File: config.mk
export PLATFORM = sky130hd
export DESIGN_NAME = rational_arith_reduce_core
export DESIGN_NICKNAME = d
export VERILOG_FILES = /design/src/rtl/rar_pkg.sv /design/src/rtl/rar_div.sv /design/src/rtl/rational_arith_reduce_core.sv
export SDC_FILE = /design/constraint.sdc
export NUM_CORES = 2
export LEC_CHECK = 0
export ABC_AREA = 1
export BUFFER_PORTS_ARGS = -buffer_cell sky130_fd_sc_hd__buf_4
export CORE_MARGIN = 1
export CORE_UTILIZATION = 40
export CTS_CLUSTER_DIAMETER = 40
export DETAILED_ROUTE_END_ITERATION = 10
export GPL_TIMING_DRIVEN = 0
export PLACE_DENSITY = 0.56
export SLEW_MARGIN = 10
export SYNTH_ARGS = -nofsm -noshare
export SYNTH_HDL_FRONTEND = slang
export SYNTH_SLANG_ARGS = --single-unit
File: constraint.sdc
create_clock -name clk -period 14.2 [get_ports clk]
set_input_delay 0.71 -clock clk [delete_from_list [all_inputs] [get_ports clk]]
set_output_delay 0.71 -clock clk [all_outputs]
set_load 0.03 [all_outputs]
File: src/rtl/rar_pkg.sv
// Package for the rational arithmetic reduce block: widths, operation codes
// and shared types. No dependencies.
`default_nettype none
package rar_pkg;
    localparam int OPW = 16;
    localparam int RESW = 2 * OPW + 1;
    localparam int CNTW = $clog2(RESW + 1);

    typedef enum logic [1:0] {
        ACT_ADD = 2'd0,
        ACT_SUB = 2'd1,
        ACT_MUL = 2'd2,
        ACT_DIV = 2'd3
    } action_t;

    // Request to the shared divider and its answer.
    typedef struct packed {
        logic                   start;
        logic signed [RESW-1:0] dividend;
        logic signed [RESW-1:0] divisor;
    } div_req_t;

    typedef struct packed {
        logic                   done;
        logic signed [RESW-1:0] quot;
        logic signed [RESW-1:0] rem;
    } div_rsp_t;
endpackage
`default_nettype wire

File: src/rtl/rar_div.sv
// Restoring divider, one quotient bit per cycle, truncating signed result.
// Depends on rar_pkg.
`default_nettype none
module rar_div (
    input  wire logic              clk,
    input  wire logic              rst_n,
    input  wire rar_pkg::div_req_t req,
    output rar_pkg::div_rsp_t      rsp
);
    import rar_pkg::*;

    logic [RESW-1:0] rem_reg, rem_next;
    logic [RESW-1:0] quo_reg, quo_next;
    logic [RESW-1:0] dvs_reg, dvs_next;
    logic [CNTW-1:0] cnt_reg, cnt_next;
    logic            busy_reg, busy_next;
    logic            qneg_reg, qneg_next;
    logic            rneg_reg, rneg_next;
    logic            done_reg, done_next;
    logic [RESW:0]   trial;
    logic [RESW:0]   diff;

    always_comb
    begin
        rem_next  = rem_reg;
        quo_next  = quo_reg;
        dvs_next  = dvs_reg;
        cnt_next  = cnt_reg;
        busy_next = busy_reg;
        qneg_next = qneg_reg;
        rneg_next = rneg_reg;
        done_next = 1'b0;
        trial     = {rem_reg, quo_reg[RESW-1]};
        diff      = trial - {1'b0, dvs_reg};
        if (req.start)
        begin
            // Magnitudes fit in RESW bits since operands never reach -2^32.
            quo_next  = req.dividend[RESW-1] ? -req.dividend : req.dividend;
            dvs_next  = req.divisor[RESW-1] ? -req.divisor : req.divisor;
            rem_next  = '0;
            cnt_next  = CNTW'(RESW);
            busy_next = 1'b1;
            qneg_next = req.dividend[RESW-1] ^ req.divisor[RESW-1];
            rneg_next = req.dividend[RESW-1];
        end
        else if (busy_reg)
        begin
            quo_next = {quo_reg[RESW-2:0], ~diff[RESW]};
            rem_next = diff[RESW] ? trial[RESW-1:0] : diff[RESW-1:0];
            cnt_next = cnt_reg - 1'b1;
            if (cnt_reg == CNTW'(1))
            begin
                busy_next = 1'b0;
                done_next = 1'b1;
            end
        end
    end

    always_ff @(posedge clk or negedge rst_n)
    begin
        if (!rst_n)
        begin
            busy_reg <= 1'b0;
            done_reg <= 1'b0;
            cnt_reg  <= '0;
        end
        else
        begin
            busy_reg <= busy_next;
            done_reg <= done_next;
            cnt_reg  <= cnt_next;
        end
    end

    always_ff @(posedge clk)
    begin
        rem_reg  <= rem_next;
        quo_reg  <= quo_next;
        dvs_reg  <= dvs_next;
        qneg_reg <= qneg_next;
        rneg_reg <= rneg_next;
    end

    assign rsp.done = done_reg;
    assign rsp.quot = qneg_reg ? -quo_reg : quo_reg;
    assign rsp.rem  = rneg_reg ? -rem_reg : rem_reg;
endmodule
`default_nettype wire

File: src/rtl/rational_arith_reduce_core.sv
// Top level: sequencer that forms the raw fraction with one shared multiplier
// and runs the gcd and both reductions on rar_div. Depends on rar_pkg, rar_div.
//
//  channel | signals                                   | direction
//  in      | in_valid, in_stall, action, a_*, b_*      | into block
//  out     | out_valid, out_stall, res_num, res_den, status | out of block
//
// An item runs through the multiply states S_M0 to S_M3, one divider run per gcd
// remainder step and two more divisions; a 0/0 result needs no division. Its
// time depends on the number of remainder steps, and most of it is spent in
// the serial divider. Reset clears control only; a held result leaves
// in_stall high until it is transferred.
`default_nettype none
module rational_arith_reduce_core (
    input  wire logic                         clk,
    input  wire logic                         rst_n,
    input  wire logic                         in_valid,
    output logic                              in_stall,
    input  wire logic [1:0]                   action,
    input  wire logic signed [rar_pkg::OPW-1:0] a_num,
    input  wire logic signed [rar_pkg::OPW-1:0] a_den,
    input  wire logic signed [rar_pkg::OPW-1:0] b_num,
    input  wire logic signed [rar_pkg::OPW-1:0] b_den,
    output logic                              out_valid,
    input  wire logic                         out_stall,
    output logic signed [rar_pkg::RESW-1:0]   res_num,
    output logic signed [rar_pkg::RESW-1:0]   res_den,
    output logic                              status
);
    import rar_pkg::*;

    typedef enum logic [3:0] {
        S_IDLE, S_M0, S_M1, S_M2, S_M3, S_GCHK, S_GWAIT,
        S_DN, S_DNW, S_DD, S_DDW, S_OUT
    } state_t;

    state_t state_reg;
    logic [1:0] act_reg;
    logic signed [OPW-1:0] an_reg, ad_reg, bn_reg, bd_reg;
    logic signed [RESW-1:0] n_reg, d_reg, x_reg, y_reg, t_reg;
    logic signed [RESW-1:0] rn_reg, rd_reg;
    logic st_reg;
    logic signed [OPW-1:0] ma, mb;
    logic signed [2*OPW-1:0] prod;
    div_req_t req;
    div_rsp_t rsp;

    rar_div u_div (.clk(clk), .rst_n(rst_n), .req(req), .rsp(rsp));

    always_comb
    begin
        ma = an_reg;
        mb = bd_reg;
        case (state_reg)
            S_M0:    begin ma = an_reg; mb = (act_reg == ACT_MUL) ? bn_reg : bd_reg; end
            S_M1:    begin ma = bn_reg; mb = ad_reg; end
            S_M2:    begin ma = ad_reg; mb = (act_reg == ACT_DIV) ? bn_reg : bd_reg; end
            default: begin ma = an_reg; mb = bd_reg; end
        endcase
        prod = ma * mb;
    end

    always_comb
    begin
        req.start    = 1'b0;
        req.dividend = x_reg;
        req.divisor  = y_reg;
        case (state_reg)
            S_GCHK:  req.start = (y_reg != '0);
            S_DN:    begin req.start = 1'b1; req.dividend = n_reg; req.divisor = x_reg; end
            S_DD:    begin req.start = 1'b1; req.dividend = d_reg; req.divisor = x_reg; end
            default: req.start = 1'b0;
        endcase
    end

    always_ff @(posedge clk or negedge rst_n)
    begin
        if (!rst_n)
        begin
            state_reg <= S_IDLE;
        end
        else
        begin
            case (state_reg)
                S_IDLE:
                    if (in_valid)
                    begin
                        act_reg <= action;
                        an_reg <= a_num; ad_reg <= a_den;
                        bn_reg <= b_num; bd_reg <= b_den;
                        state_reg <= S_M0;
                    end
                S_M0: begin t_reg <= RESW'(prod); state_reg <= S_M1; end
                S_M1:
                begin
                    if (act_reg == ACT_ADD)
                        n_reg <= t_reg + RESW'(prod);
                    else if (act_reg == ACT_SUB)
                        n_reg <= t_reg - RESW'(prod);
                    else
                        n_reg <= t_reg;
                    state_reg <= S_M2;
                end
                S_M2:
                begin
                    d_reg <= RESW'(prod);
                    state_reg <= S_M3;
                end
                S_M3:
                begin
                    x_reg <= n_reg;
                    y_reg <= d_reg;
                    state_reg <= S_GCHK;
                end
                S_GCHK:
                    if (y_reg != '0)
                        state_reg <= S_GWAIT;
                    else if (x_reg == '0)
                    begin
                        rn_reg <= '0; rd_reg <= '0; st_reg <= 1'b1;
                        state_reg <= S_OUT;
                    end
                    else
                        state_reg <= S_DN;
                S_GWAIT:
                    if (rsp.done)
                    begin
                        x_reg <= y_reg;
                        y_reg <= rsp.rem;
                        state_reg <= S_GCHK;
                    end
                S_DN:  state_reg <= S_DNW;
                S_DNW:
                    if (rsp.done)
                    begin
                        rn_reg <= rsp.quot;
                        state_reg <= S_DD;
                    end
                S_DD:  state_reg <= S_DDW;
                S_DDW:
                    if (rsp.done)
                    begin
                        rd_reg <= rsp.quot;
                        st_reg <= 1'b0;
                        state_reg <= S_OUT;
                    end
                S_OUT:
                    if (!out_stall)
                        state_reg <= S_IDLE;
                default: state_reg <= S_IDLE;
            endcase
        end
    end

    assign in_stall  = (state_reg != S_IDLE);
    assign out_valid = (state_reg == S_OUT);
    assign res_num   = rn_reg;
    assign res_den   = rd_reg;
    assign status    = st_reg;
endmodule
`default_nettype wire

==> flow_summary.toml <==
[outcome]
status = "complete, no violations"

[synthesis]
synth_cells = 4720
yosysSeqAreaShare_pct = 32.16
netlist_area_mm2 = 0.03698
avgSynthCellArea_um2 = 7.835
yosys.area.top_type = "edfxtp_1"
syn_nets = 5240
synth_top_area_share_pct = 29.56
netlist_top_cells_area = "edfxtp_1 30%, fa_1 14%, nand2_1 11%, inv_1 8.4%, ha_1 6.3%"
yosysWarnings = 0
ys_ff_latch = 409
ys_types = 51

[drt]
wl_per_cell_um = 20.61
postRouteAntennaNets = 0
dr.pass1.iters = 6
vias = 32800
drcViolationCount = 0
first_iter_violations = 2948
routed_wirelength_mm = 128.0
via_per_inst = 5.281

[cts]
numCtsBuffers = 80
cts_tree = "done"
cts-root-buf = "clkbuf_16"
insertion_delay_ns = 0.64
h-tree-depth = 3
clock-sinks = 409
clkTransAtPathRegs_ns = 0.05
clk_path_buf_depth = 3
postCtsSetupRepairBufs = 0

[floorplanning]
dieArea_mm2 = 0.09367
rows = 111
io_pins = 139
dieHeight_um = 306.1
coreArea_mm2 = 0.09166
start_util_pct = 40.34
die_w_um = 306.1

[grt]
grt.total_usage_pct = 27.29
grtUsageMet3_pct = 3.746
grt_pass1_vias = 32210
use_met1_pct = 35.25
grt_first_pass_wirelength_mm = 194.1
gr-total-overflow = 0
grt.busiest_layer = "met2"
antenna_found_initial = 5
met2_usage_pct = 46.35
grt_max_degree = 37

[cells_and_area]
nFillCells = 9225
syn_to_final_growth_pct = 15.33
layout_common_cells = "1070 x nand2_1, 830 x inv_1, 561 x nor2_1, 364 x edfxtp_1, 286 x o21ai_0"
seqCellArea_mm2 = 0.01189
finalNetCount = 5482
layout-drive-gt1-share_pct = 8.420
antenna_cells = 0
multi_input_comb_area_mm2 = 0.02136
final_common_cell = "nand2_1"

[sta]
clock.fmax_ghz = 0.08332
hold_violations = 0
worstMarginPinSlew_ns = 1.209
fin_skew_ns = 0.02670
finalSetupTns_ns = 0
rsz0062_at_grt = "no"
fin_crit_sh_pct = 84.52
slew_violations = 0
finalSetupViolCount = 0
slew_headroom_pct = 19.41
post-route-min-period_ns = 12.00

[setup_path]
endpoint_kind = "flip-flop"
worstPathArrival_ns = 12.31
critPathLaunchType = "flip-flop"
path_class = "flip-flop to flip-flop"
worstPathRequired_ns = 14.51
crit_path_max_fanout = 10
slowest_delay_ns = 1.00
cp_slowest_cell = "a21oi_1"

[place]
place.gp.congestion = 0.9927
hpwl_mm = 105.6
port_buffers = 138

[min_path]
hold_class = "input pin to flip-flop"

[job]
maxCapViolations = 0
==> worst max-delay path, delay by kind of cell, from the launching register on <==
kind | cells | cell delay (ns)
AOI/OAI and AO/OA | 7 | 3.06
xor gates and xnor gates | 1 | 0.74
adders and majority gates | 8 | 3.75
buffers and inverters | 9 | 1.58
DFF | 1 | 0.37
and+or+nand+nor | 10 | 2.16
==> final timing paths <==
check	from	endpoint	slack, ns	cells past startpoint
max	act_reg[1]	n_reg[26]	2.20	35
min	b_num[4]	bn_reg[4]	0.25	1
max reg2reg	act_reg[1]	n_reg[26]	2.20	35
min reg2reg	u_div.rem_reg[1]	u_div.rem_reg[1]	0.49	2
max in group asynchronous	rst_n	state_reg[2]	13.47	2
min in group asynchronous	rst_n	u_div.cnt_reg[5]	0.51	2
==> metrics by stage <==
stage | instances | setup slack (ns) | hold slack (ns) | util, % | instance area, µm²
3_3_place_gp | 6044 | 2.706 | 0.4740 | 43.09 | 39500
4_1_cts | 6210 | 2.513 | 0.2205 | 46.53 | 42650
5_1_grt | 6210 | 2.008 | 0.2304 | 46.53 | 42650
6_report | 6210 | 2.198 | 0.2490 | 46.53 | 42650
3_5_place_dp | 6065 | 2.521 | 0.4723 | 43.50 | 39870
2_1_floorplan | 4720 | 5.828 | 0.4144 | - | 36980
==> metal layers <==
metal / vias to the layer above / wire length, µm
li1: 15590 / -
met1: 15750 / 53220
met2: 1244 / 61030
met3: 206 / 8892
met4: 2 / 4825
met5: - / 13
==> synthesized netlist by cell type, drive strengths merged <==
cell type / n
buf: 38
o221ai: 3
clkinv: 7
dfxtp: 33
o211ai: 13
nor2: 600
nor3: 37
o22ai: 8
nand4: 49
a211oi: 4
o21bai: 18
xnor2: 46
a21boi: 8
o21ai: 311
o21a: 14
ha: 185
inv: 846
edfxtp: 364
nor3b: 1
a21oi: 223
dfrtp: 12
nand3b: 15
xor2: 123
o2111ai: 11
nand2: 1075
a21o: 17
a31oi: 19
nor4: 25
o31ai: 3
a221oi: 19
or2: 6
nand3: 224
fa: 265
clkbuf: 93
a22oi: 5
==> area by class of cell <==
cell class / count / area share [%]
sequential: 409 / 27.88
clock buffer: 84 / 4.752
multi-input combinational: 3327 / 50.09
clock inverter: 60 / 1.734
inverter: 853 / 7.507
timing repair buffer: 160 / 3.168
tap: 1186 / 3.479
buffer: 131 / 1.388
==> what timing repair did <==
action / in CTS / in global routing
endpoints found under the hold margin: 12 / 0
gates resized for setup: 0 / 0
hold buffers: 1 / 0
==> kinds of logic after synthesis <==
family / count (synthesis) / share of synthesized area (%)
adder cells (fa/ha/maj): 450 / 20.60
XOR/XNOR: 169 / 4.003
buffers and inverters: 984 / 10.26
flip-flops: 409 / 32.16
AO/OA/AOI/OAI: 676 / 10.41
AND/OR/NAND/NOR: 2032 / 22.57
Power is left out: the tool's default activity adds up to more than one toggle a clock period on the data nets, which glitch-free logic cannot reach.
